<file path="config.mk">
export PLATFORM = sky130hd
export DESIGN_NAME = sextet_text_packer
export DESIGN_NICKNAME = d
export VERILOG_FILES = /design/src/stp_pkg.sv /design/src/sextet_text_packer.sv /design/src/stp_front.sv /design/src/stp_queue.sv /design/src/stp_back.sv
export SDC_FILE = /design/constraint.sdc
export NUM_CORES = 1
export LEC_CHECK = 0
export ABC_AREA = 1
export BUFFER_PORTS_ARGS = -buffer_cell sky130_fd_sc_hd__buf_4
export CAP_MARGIN = 20
export CORE_ASPECT_RATIO = 1.5
export CORE_UTILIZATION = 40
export CTS_BUF_LIST = sky130_fd_sc_hd__clkbuf_8
export DETAILED_ROUTE_END_ITERATION = 8
export REMOVE_ABC_BUFFERS = 1
export SETUP_SLACK_MARGIN = 0.05
export SLEW_MARGIN = 20
export SYNTH_ARGS = -nofsm -noshare
export SYNTH_HDL_FRONTEND = slang
export SYNTH_SLANG_ARGS = --single-unit
</file>
<file path="constraint.sdc">
create_clock -name i_clk -period 7.45 [get_ports i_clk]
set_input_delay 2.235 -clock i_clk [delete_from_list [all_inputs] [get_ports i_clk]]
set_output_delay 2.235 -clock i_clk [all_outputs]
set_load 0.02 [all_outputs]
</file>
<file path="src/stp_pkg.sv">
package stp_pkg;

    localparam int QUEUE_DEPTH = 4;

    localparam int CHAR_W   = 8;
    localparam int DATA_W   = 32;
    localparam int ACTION_W = 2;
    localparam int PART_W   = 5;
    localparam int FILL_W   = 3;
    localparam int CNT_W    = 3;
    localparam int BITS_W   = 36;

    localparam logic [CHAR_W-1:0] OFFSET_RESET = 8'h28;

    typedef enum logic [ACTION_W-1:0] {
        ACT_BYTE  = 2'd0,
        ACT_WORD  = 2'd1,
        ACT_FLUSH = 2'd2
    } t_action;

    // One queued job: up to six sextets, lowest first, and how many of them to send
    typedef struct packed {
        logic [BITS_W-1:0] bits;
        logic [CNT_W-1:0]  cnt;
    } t_entry;

endpackage

</file>
<file path="src/sextet_text_packer.sv">
// Path: an accepted beat passes through the job queue, the working slot and the output register
// before its first character shows. Throughput: one character per clock on the master side
// while jobs wait and the receiver is ready; a word beat gives 5 or 6 characters, a byte beat
// 1 or 2, a flush at most 1; input beats are taken every clock while the job queue has room.
// Reset: synchronous, active low; clears the pending sextet, queue and output, offset to 0x28.
module sextet_text_packer #(
    parameter int QUEUE_DEPTH = stp_pkg::QUEUE_DEPTH
) (
    input  logic                            i_clk,
    input  logic                            i_rst_n,
    input  logic                            i_s_axis_tvalid,
    output logic                            o_s_axis_tready,
    input  logic [stp_pkg::DATA_W-1:0]      i_s_axis_tdata,   // [31:0] data
    input  logic [stp_pkg::ACTION_W-1:0]    i_s_axis_tuser,   // [1:0] action
    output logic                            o_m_axis_tvalid,
    input  logic                            i_m_axis_tready,
    output logic [stp_pkg::CHAR_W-1:0]      o_m_axis_tdata,   // [7:0] out_char
    output logic                            o_m_axis_tlast,
    input  logic                            i_cfg_we,
    input  logic [stp_pkg::CHAR_W-1:0]      i_cfg_wdata
);

    logic            push, q_ready, q_valid, pop;
    stp_pkg::t_entry push_entry, q_entry;

    stp_front u_front (
        .i_clk     (i_clk),
        .i_rst_n   (i_rst_n),
        .i_valid   (i_s_axis_tvalid),
        .i_action  (i_s_axis_tuser),
        .i_data    (i_s_axis_tdata),
        .i_q_ready (q_ready),
        .o_ready   (o_s_axis_tready),
        .o_push    (push),
        .o_entry   (push_entry)
    );

    stp_queue #(
        .DEPTH (QUEUE_DEPTH)
    ) u_queue (
        .i_clk   (i_clk),
        .i_rst_n (i_rst_n),
        .i_push  (push),
        .i_entry (push_entry),
        .o_ready (q_ready),
        .i_pop   (pop),
        .o_valid (q_valid),
        .o_entry (q_entry)
    );

    stp_back u_back (
        .i_clk       (i_clk),
        .i_rst_n     (i_rst_n),
        .i_q_valid   (q_valid),
        .i_q_entry   (q_entry),
        .o_pop       (pop),
        .i_cfg_we    (i_cfg_we),
        .i_cfg_wdata (i_cfg_wdata),
        .o_valid     (o_m_axis_tvalid),
        .i_ready     (i_m_axis_tready),
        .o_char      (o_m_axis_tdata),
        .o_last      (o_m_axis_tlast)
    );

endmodule

</file>
<file path="src/stp_front.sv">
module stp_front (
    input  logic                            i_clk,
    input  logic                            i_rst_n,
    input  logic                            i_valid,
    input  logic [stp_pkg::ACTION_W-1:0]    i_action,
    input  logic [stp_pkg::DATA_W-1:0]      i_data,
    input  logic                            i_q_ready,
    output logic                            o_ready,
    output logic                            o_push,
    output stp_pkg::t_entry                 o_entry
);

    logic [stp_pkg::PART_W-1:0] r_part, n_part, c_part;
    logic [stp_pkg::FILL_W-1:0] r_fill, n_fill, c_fill;
    logic [40:0]                acc;
    logic [5:0]                 total;
    logic                       produce;
    logic                       accept;

    assign o_ready = i_q_ready;
    assign accept  = i_valid && i_q_ready;

    always_comb begin
        acc     = '0;
        total   = '0;
        produce = 1'b0;
        c_part  = r_part;
        c_fill  = r_fill;
        o_entry = '0;
        case (stp_pkg::t_action'(i_action))
            stp_pkg::ACT_BYTE: begin
                acc     = {36'd0, r_part} | ({33'd0, i_data[7:0]} << r_fill);
                total   = {3'd0, r_fill} + 6'd8;
                produce = 1'b1;
                o_entry.bits = acc[stp_pkg::BITS_W-1:0];
                if (total >= 6'd12) begin
                    o_entry.cnt = 3'd2;
                    c_part      = acc[16:12];
                    c_fill      = 3'(total - 6'd12);
                end else begin
                    o_entry.cnt = 3'd1;
                    c_part      = acc[10:6];
                    c_fill      = 3'(total - 6'd6);
                end
            end
            stp_pkg::ACT_WORD: begin
                acc     = {36'd0, r_part} | ({9'd0, i_data} << r_fill);
                total   = {3'd0, r_fill} + 6'd32;
                produce = 1'b1;
                o_entry.bits = acc[stp_pkg::BITS_W-1:0];
                if (total >= 6'd36) begin
                    o_entry.cnt = 3'd6;
                    c_part      = acc[40:36];
                    c_fill      = 3'(total - 6'd36);
                end else begin
                    o_entry.cnt = 3'd5;
                    c_part      = acc[34:30];
                    c_fill      = 3'(total - 6'd30);
                end
            end
            stp_pkg::ACT_FLUSH: begin
                // nothing pending means nothing to send
                if (r_fill != '0) begin
                    produce      = 1'b1;
                    o_entry.bits = {31'd0, r_part};
                    o_entry.cnt  = 3'd1;
                end
                c_part = '0;
                c_fill = '0;
            end
            default: begin
            end
        endcase
        o_push = accept && produce;
        n_part = accept ? c_part : r_part;
        n_fill = accept ? c_fill : r_fill;
    end

    always_ff @(posedge i_clk) begin
        if (!i_rst_n) begin
            r_part <= '0;
            r_fill <= '0;
        end else begin
            r_part <= n_part;
            r_fill <= n_fill;
        end
    end

endmodule

</file>
<file path="src/stp_queue.sv">
module stp_queue #(
    parameter int DEPTH = stp_pkg::QUEUE_DEPTH
) (
    input  logic            i_clk,
    input  logic            i_rst_n,
    input  logic            i_push,
    input  stp_pkg::t_entry i_entry,
    output logic            o_ready,
    input  logic            i_pop,
    output logic            o_valid,
    output stp_pkg::t_entry o_entry
);

    localparam int AW = $clog2(DEPTH);
    localparam int CW = $clog2(DEPTH + 1);

    stp_pkg::t_entry r_mem [DEPTH];
    logic [AW-1:0]   r_wr, n_wr;
    logic [AW-1:0]   r_rd, n_rd;
    logic [CW-1:0]   r_count, n_count;

    assign o_ready = (r_count != CW'(DEPTH));
    assign o_valid = (r_count != '0);
    assign o_entry = r_mem[r_rd];

    always_comb begin
        n_wr    = r_wr;
        n_rd    = r_rd;
        n_count = r_count;
        if (i_push) begin
            n_wr = (r_wr == AW'(DEPTH - 1)) ? '0 : r_wr + 1'b1;
        end
        if (i_pop) begin
            n_rd = (r_rd == AW'(DEPTH - 1)) ? '0 : r_rd + 1'b1;
        end
        case ({i_push, i_pop})
            2'b10:   n_count = r_count + 1'b1;
            2'b01:   n_count = r_count - 1'b1;
            default: n_count = r_count;
        endcase
    end

    always_ff @(posedge i_clk) begin
        if (!i_rst_n) begin
            r_wr    <= '0;
            r_rd    <= '0;
            r_count <= '0;
        end else begin
            r_wr    <= n_wr;
            r_rd    <= n_rd;
            r_count <= n_count;
        end
    end

    always_ff @(posedge i_clk) begin
        if (i_push) begin
            r_mem[r_wr] <= i_entry;
        end
    end

endmodule

</file>
<file path="src/stp_back.sv">
module stp_back (
    input  logic                        i_clk,
    input  logic                        i_rst_n,
    input  logic                        i_q_valid,
    input  stp_pkg::t_entry             i_q_entry,
    output logic                        o_pop,
    input  logic                        i_cfg_we,
    input  logic [stp_pkg::CHAR_W-1:0]  i_cfg_wdata,
    output logic                        o_valid,
    input  logic                        i_ready,
    output logic [stp_pkg::CHAR_W-1:0]  o_char,
    output logic                        o_last
);

    logic [stp_pkg::CHAR_W-1:0] r_offset;
    logic [stp_pkg::BITS_W-1:0] r_bits;
    logic [stp_pkg::CNT_W-1:0]  r_cnt;
    logic                       r_ovalid;
    logic [stp_pkg::CHAR_W-1:0] r_char;
    logic                       r_last;
    logic                       advance;

    assign advance = (r_cnt != '0) && (!r_ovalid || i_ready);
    // refill the working slot as its last sextet leaves, so characters run without a gap
    assign o_pop   = i_q_valid && ((r_cnt == '0) || (advance && r_cnt == 3'd1));

    assign o_valid = r_ovalid;
    assign o_char  = r_char;
    assign o_last  = r_last;

    always_ff @(posedge i_clk) begin
        if (!i_rst_n) begin
            r_offset <= stp_pkg::OFFSET_RESET;
            r_cnt    <= '0;
            r_ovalid <= 1'b0;
        end else begin
            if (i_cfg_we) begin
                r_offset <= i_cfg_wdata;
            end
            if (advance) begin
                r_char   <= {2'b00, r_bits[5:0]} + r_offset;
                r_last   <= (r_cnt == 3'd1);
                r_ovalid <= 1'b1;
            end else if (i_ready) begin
                r_ovalid <= 1'b0;
            end
            if (o_pop) begin
                r_bits <= i_q_entry.bits;
                r_cnt  <= i_q_entry.cnt;
            end else if (advance) begin
                r_bits <= {6'd0, r_bits[stp_pkg::BITS_W-1:6]};
                r_cnt  <= r_cnt - 1'b1;
            end
        end
    end

endmodule

</file>
* Yosys cells after proc, flatten, opt, wreduce, memory -nomap -nowiden
Memory sizes are Yosys's and may differ from the RTL's. A register that Yosys moved wholly into a read port is not among the register bits. Cells that the tools add are included.
Storage, ports and cells: bits of input ports 47, RAM bits 156, output and inout port bits 11, flip-flop bits (word level) 72, word-level logic and storage cells 84, memories kept 1
Memory list:
- u_queue.r_mem | depth 4, width 39, rd ports 1, clocked after memory_dff 1, write ports 1, RTL line stp_queue.sv:17 | stp_pkg::t_entry r_mem [DEPTH];
Cells by class: reduce and logical (&&, ||, !) cells 21, shifts and indexed selects 2, mux-type cells 25, add/subtract/negate cells 12, eq/ne operators 8, magnitude comparators 2, bitwise gates (word level) 2
Operators by type and width (number):
- $pmux W39 S3 | 1
- $mux W36 | 2
- $or A5 B41 Y41 | 1
- $shl A32 B3 Y41 | 1
- $or A5 B36 Y36 | 1
- $shl A8 B3 Y36 | 1
- $pmux W5 S3 | 1
- $mux W2 | 6
- $mux W3 | 4
- $reduce_bool A3 Y1 | 4
- $sub A3 B3 Y3 const B | 4
- $mux W5 | 2
- $pmux W3 S3 | 1
- $add A6 B8 Y8 | 1
- $eq A2 B2 Y1 const B | 4
- $mux W8 | 1
- $add A3 B6 Y6 const B | 1
- $ge A6 B6 Y1 const B | 1
- $pmux W3 S2 | 1
- $reduce_and A2 Y1 | 3
- $reduce_bool A2 Y1 | 3
- $sub A3 B1 Y3 const B | 2
- $add A3 B4 Y5 const B | 1
- $ge A5 B4 Y1 const B | 1
- 13 further kinds | 24

* Longest topological paths before layout
Gate-level depths: netlist of the first run.
depth in word-level cells 8, gate-level depth with buffers 14, gate-level depth less buffers 14

* Hierarchy
Synthesis of the first run repeated with hierarchy kept, for this count alone.
Second synthesis, totals: cell total of the unflattened synthesis 981, area total of the unflattened synthesis 10456.3 µm²
By module, submodules not included:
- stp_queue | instances 1, sequential area each 4864.7 µm², cells each 438, area each 6247.2 µm²
- stp_back | instances 1, sequential area each 1591.5 µm², cells each 292, area each 2772.7 µm²
- stp_front | instances 1, sequential area each 140.1 µm², cells each 251, area each 1436.4 µm²

* Worst setup path after synthesis of the first run
OpenSTA, ideal clock, no wires.
path kind input to register, start point input port i_s_axis_tuser[1] (netlist bit), end point memory u_queue.r_mem[0][0] (netlist bit), enable pin, setup slack 2.280 ns, required time 7.015 ns, setup time 0.435 ns, arrival time 4.735 ns, buffers on the path 0, stages 8, cells stage by stage inv_1 -> ha_1 -> inv_1 -> nand2_1 -> inv_1 -> nand2_2 -> nand3_2 -> nor2_1
On the way: cells in the longest elaborated chain, start to end 6, elaborated cells on any way between the ends 8, those cells by class eq/ne (2); mux (3); reduce/logical (3)
RTL lines:
- from (decl) | RTL line sextet_text_packer.sv:14 | input logic [stp_pkg::ACTION_W-1:0] i_s_axis_tuser,
- $eq A2 B1 Y1 / $logic_not A2 Y1 (equally long branches) | RTL line stp_front.sv:30 | case (stp_pkg::t_action'(i_action))
- $reduce_or A2 Y1 (no source line)
- $pmux W1 S2 (*) | RTL line stp_front.sv:30
- $logic_and A1 B1 Y1 (*) | RTL line stp_front.sv:74 | o_push = accept && produce;
- $mux W1 (*) | RTL line stp_queue.sv:56 | if (i_push) begin
- $mux W1 (implied by the code) (*) | RTL line stp_queue.sv:57 | r_mem[r_wr] <= i_entry;
- to (decl) | RTL line stp_queue.sv:17
Mark *: on every way between the ends. The rest lies on a longest branch, timed or not.

* Worst setup path after layout of the first run
start point input port i_s_axis_tuser[1] (netlist bit), end point memory u_queue.r_mem[2][29] (netlist bit), enable pin
The elaborated chain is that of the path after synthesis.

==> flow_metrics.env, run 1 <==
export IMPL_die_w_um=132
export IMPL_synth_most_common_cell="nand2_1"
export IMPL_max_slew_margin=0.362
export IMPL_synthesis_area_um2=10200
export IMPL_overflow=0
export IMPL_hold_viol_final=0
export IMPL_post_cts_buffers=0
export IMPL_min_path_type="register to register"
export IMPL_violations="design-rule violations"
export IMPL_cts_sinks=229
export IMPL_drt_total_wl_mm=23.5
export IMPL_place_gp_congestion=0.827
export IMPL_instances_no_fill=1382
export IMPL_detail_route_vias_per_cell=5.12
export IMPL_netlist_top_cell_by_area="edfxtp_1"
export IMPL_ys_flop_type="edfxtp_1"
export IMPL_fin_area_um2=11600
export IMPL_worstSetupPathType="input port to register"
export IMPL_clockBufferDepth=3
export IMPL_rows=71
export IMPL_vias=7079
export IMPL_core_area_um2=25100
export IMPL_antenna_found_initial=0
export IMPL_cts_tree="done"
export IMPL_wl_per_cell_um=17.0
export IMPL_track_usage=0.184
export IMPL_worstSkewPairLatency_ns=0.53
export IMPL_status="complete, but fails checks"
export IMPL_synth_seq_cells=229
export IMPL_firstDrtPassIters=7
export IMPL_arrival_ns=4.60
export IMPL_synth_edf_count=201
export IMPL_power_mw=3.91
export IMPL_die_h_um=197
export IMPL_async_flop_share=0
export IMPL_skew_ns=0.0284
export IMPL_detailed_place_hpwl_mm=15.1
export IMPL_final_max_slew_viol_count=0
export IMPL_synth_top_area_frac=0.594
export IMPL_htree_levels=2
export IMPL_required_ns=7.66
export IMPL_clock_fmax_mhz=228
export IMPL_min_period_ns=4.39
export IMPL_port_buffers=57
export IMPL_grt_setup_unrepaired="no"
export IMPL_postSynthCellCount=967
export IMPL_avgSynthCellArea_um2=10.5
export IMPL_n_antenna_cell=0
export IMPL_drv_cap=0
export IMPL_seq_area_frac_synth=0.649
export IMPL_ir_drop_mv=0.140
export IMPL_drcViolationCount=2
export IMPL_root_buffer="clkbuf_8"
export IMPL_dieArea_um2=26100
export IMPL_first_global_vias=7000
export IMPL_grt_pass1_wl_mm=37.0
export IMPL_leakage_nw=4.56
export IMPL_cts_resized=0
export IMPL_end_kind="register"
export IMPL_final_util=0.462
export IMPL_hold_buffers=0
export IMPL_critPathMaxFanout=22
export IMPL_final_nets=1096
export IMPL_setup_violations_final=0
export IMPL_yosysWarnings=0
export IMPL_dpl_instance_area_um2=10900
export IMPL_synth_cell_types=33
export IMPL_clk_pin_slew_ns=0.06
export IMPL_worst_slew_pin_slew_ns=0.955
export IMPL_ant_nets=0
export IMPL_syn_to_final_growth_pct=13.8
export IMPL_initial_core_util=0.406
export IMPL_drive_gt1_frac=0.130
export IMPL_ios=58
export IMPL_cp_start_kind="input port"
export IMPL_power_density_nw_per_um2=337
export IMPL_dp_cells=1317
export IMPL_fin_setup_tns_ns=0
export IMPL_min_period_over_period=0.589
export IMPL_synthTopCellsByArea="edfxtp_1 (59%), nand2_1 (7.7%), dfxtp_1 (5.5%), o21ai_0 (5.3%), nor2_1 (4.7%)"
export IMPL_synth_common_cells="nand2_1 (209), edfxtp_1 (201), nor2_1 (126)"
export IMPL_grt_max_degree=80
export IMPL_drt_iter0_markers=384
export IMPL_cts_made_buffers=36
-- worst max-delay path, stage by stage --
cell and delay (ns):
buf_4 0.13, inv_1 0.07, ha_1 0.26, inv_1 0.13, nand2_1 0.14, inv_1 0.08, nand2_2 0.13, nand3_2 0.28
nor2_4 0.71, buf_4 0.41
-- final timing paths --
| check | startpoint | to | slack, ns | cells after the start |
|---|---|---|---|---|
| max | i_s_axis_tuser[1] | u_queue.r_mem[2][29]$_DFFE_PP_ | 3.06 | 10 |
| min | u_back.r_cnt[1]$_SDFFE_PN0N_ | u_back.r_cnt[1]$_SDFFE_PN0N_ | 0.47 | 2 |
| max reg2reg | u_front.r_fill[2]$_SDFFE_PN0P_ | u_queue.r_mem[2][29]$_DFFE_PP_ | 4.52 | 5 |
| min reg2reg | u_back.r_cnt[1]$_SDFFE_PN0N_ | u_back.r_cnt[1]$_SDFFE_PN0N_ | 0.47 | 2 |
-- cell families (layout without fill, tap and decap cells) --
logic type | Yosys count | count (layout) | share of synthesized area
muxes | 14 | 14 | 0.0138
and+or+nand+nor | 385 | 385 | 0.151
buffers and inverters | 118 | 205 | 0.0500
adders and majority gates | 22 | 22 | 0.0286
AOI/OAI and AO/OA | 193 | 193 | 0.102
xor gates and xnor gates | 6 | 6 | 0.00517
DFF | 229 | 229 | 0.649
-- placed cells by master (no fill, tap or decap), drive strengths merged --
| cell type | instances |
|---|---|
| ha | 20 |
| o211ai | 1 |
| a21boi | 1 |
| nor3 | 1 |
| nand4 | 2 |
| fa | 2 |
| clkinv | 17 |
| nand3 | 39 |
| a21oi | 30 |
| edfxtp | 201 |
| a21o | 2 |
| xor2 | 5 |
| o21bai | 1 |
| o21ai | 109 |
| mux2i | 14 |
| nand2 | 214 |
| inv | 80 |
| nor2 | 128 |
| bufinv | 2 |
| clkinvlp | 2 |
| clkbuf | 36 |
| o22ai | 49 |
| buf | 68 |
| or2 | 1 |
| xnor2 | 1 |
| dfxtp | 28 |
-- power by group --
group	internal (mW)	total [mW]	switching [mW]
logic	0.344	1.12	0.780
registers	1.69	1.76	0.0667
clock network	0.530	1.02	0.491
-- final cells by class --
cell class              instances  area [um2]
repair buffers                 68         510
multi-input cells             620        3100
inverters                      72         270
clock buffers                  36         495
fillers                      2382       13500
flip-flops and latches        229        6600
well taps                     328         410
clock inverters                29         190
-- layer usage --
metal	share of wire	vias up	global-route usage	routed length, um
li1	-	3455	-	-
met1	0.40	3371	0.211	9360
met2	0.52	205	0.342	12300
met3	0.047	48	0.0290	1120
met4	0.030	0	0.0719	709
met5	0	-	0	0
-- registers in the layout (all words and copies together), names as in the netlist, named ones only --
register / cells
u_back.o_char: 8
u_back.o_last: 1
u_back.o_valid: 1
u_back.r_bits: 36
u_back.r_cnt: 3
u_back.r_offset: 8
u_front.r_fill: 2
u_front.r_part: 5
u_queue.r_count: 3
u_queue.r_mem: 156
u_queue.r_rd: 2
u_queue.r_wr: 2
-- per-stage QoR --
stage | hold slack, ns | setup WS, ns
after floorplan | 0.433 | 2.28
after global placement | 0.460 | 2.59
after detailed placement | 0.460 | 2.50
after CTS | 0.473 | 3.05
after global routing | 0.511 | 2.88
final | 0.471 | 3.06
(Power assumes the default switching activity.)
==> run 2, diff against run 1 <==
- clock period: 7.45 -> 4 ns (I/O delays scaled with it)
==> flow_metrics.env, run 2 (synthesis gave the netlist of run 1 again) <==
export IMPL_status="complete, but fails checks"
export IMPL_violations="design-rule violations"
export IMPL_clock_fmax_mhz=350
export IMPL_final_seq_area_um2=6600
export IMPL_fin_area_um2=11600
export IMPL_final_nets=1102
export IMPL_p_switching_mw=2.54
export IMPL_largest_reg_flops=156
export IMPL_hold_buffers=0
export IMPL_critPathMaxFanout=7
export IMPL_whs_ns=0.472
export IMPL_min_period_ns=2.86
export IMPL_instances_no_fill=1389
export IMPL_root_buffer="clkbuf_8"
export IMPL_detailed_place_hpwl_mm=14.4
export IMPL_p_sw_frac=0.350
export IMPL_min_path_type="register to register"
export IMPL_internal_power_mw=4.71
export IMPL_htree_levels=2
export IMPL_final_common_cell="nand2_1"
export IMPL_detail_route_vias_per_cell=5.15
export IMPL_place_gp_congestion=0.815
export IMPL_drive_gt1_frac=0.130
export IMPL_layout_common_cells="nand2_1 (209), edfxtp_1 (201), nor2_1 (121)"
export IMPL_core_area_um2=25100
export IMPL_power_density_nw_per_um2=623
export IMPL_place_ws_ns=0.608
export IMPL_worstSkewPairLatency_ns=0.55
export IMPL_leakage_nw=4.60
export IMPL_firstDrtPassIters=7
export IMPL_clk_pin_slew_ns=0.06
export IMPL_ios=58
export IMPL_drt_iter0_markers=517
export IMPL_hold_viol_final=0
export IMPL_n_antenna_cell=0
export IMPL_die_w_um=132
export IMPL_grt_setup_unrepaired="no"
export IMPL_die_h_um=197
export IMPL_cts_made_buffers=37
export IMPL_clkPwrFrac=0.250
export IMPL_wl_per_cell_um=17.0
export IMPL_p_seq_frac=0.451
export IMPL_ant_nets=0
export IMPL_initial_core_util=0.406
export IMPL_cts_sinks=229
export IMPL_grt_max_degree=79
export IMPL_power_mw=7.24
export IMPL_combPwrFrac=0.299
export IMPL_syn_to_final_growth_pct=14.4
export IMPL_end_kind="register"
export IMPL_track_usage=0.185
export IMPL_drt_total_wl_mm=23.6
export IMPL_dp_cells=1322
export IMPL_worst_slew_pin_slew_ns=0.868
export IMPL_drv_cap=0
export IMPL_worstSetupPathType="input port to register"
export IMPL_setup_violations_final=0
export IMPL_grt_pass1_wl_mm=36.9
export IMPL_max_slew_margin=0.421
export IMPL_arrival_ns=3.27
export IMPL_final_util=0.464
export IMPL_rows=71
export IMPL_drcViolationCount=2
export IMPL_first_global_vias=6959
export IMPL_required_ns=4.41
export IMPL_multi_input_area_um2=3100
export IMPL_dieArea_um2=26100
export IMPL_n_fill_cell=2389
export IMPL_overflow=0
export IMPL_setup_ws_ns=1.14
export IMPL_cp_start_kind="input port"
export IMPL_post_cts_buffers=0
export IMPL_reg_top3="u_queue.r_mem (156), u_back.r_bits (36)"
export IMPL_min_period_over_period=0.714
export IMPL_port_buffers=57
export IMPL_antenna_found_initial=0
export IMPL_final_max_slew_viol_count=0
export IMPL_fin_setup_tns_ns=0
export IMPL_rrSetupSlack_ns=1.71
export IMPL_clockBufferDepth=3
export IMPL_cts_resized=0
export IMPL_cts_tree="done"
export IMPL_dpl_instance_area_um2=11000
export IMPL_vias=7153
export IMPL_top_register="u_queue.r_mem"
export IMPL_skew_ns=0.0331
export IMPL_ir_drop_mv=0.271
[run 2: final timing paths]
kind                                                       from                         endpoint  cells past startpoint
worst max-delay path                          i_s_axis_tuser[1]  u_queue.r_count[2]$_SDFFE_PN0P_                     15
worst max register to register   u_front.r_fill[1]$_SDFFE_PN0P_   u_queue.r_mem[0][15]$_DFFE_PP_                      6
worst min register to register  u_back.r_offset[5]$_SDFFE_PN1P_  u_back.r_offset[5]$_SDFFE_PN1P_                      2
worst min-delay path            u_back.r_offset[5]$_SDFFE_PN1P_  u_back.r_offset[5]$_SDFFE_PN1P_                      2
[run 2: power by group through the flow]
stage	Sequential, mW	Clock, mW	Combinational (mW)
floorplan	3.41	0	1.31
global placement	3.31	0	2.16
detailed placement	3.32	0	2.20
CTS	3.27	1.86	2.21
global route	3.30	1.95	2.45
finish	3.27	1.81	2.17
[run 2: area by class of cell]
type	instances	area share
sequential	229	0.567
multi-input combinational	620	0.266
timing repair buffer	73	0.0514
clock buffer	37	0.0438
tap	328	0.0353
inverter	72	0.0233
clock inverter	30	0.0127
[run 2: critical path, cell delays in order]
cell and delay, ns:
buf_4 0.10, inv_1 0.05, ha_1 0.25, inv_1 0.15, nand2_1 0.12, inv_1 0.10, nand2_2 0.11, nand3_2 0.11
ha_1 0.14, inv_1 0.07, fa_1 0.39, a21oi_1 0.14, o21ai_0 0.12, o21ai_0 0.16, a21oi_1 0.05
[run 2: layer usage]
layer / GRT usage / routed length [um]
met1: 0.215 / 9150
met3: 0.0316 / 1520
met2: 0.327 / 12000
met5: 0 / 0
met4: 0.0958 / 933
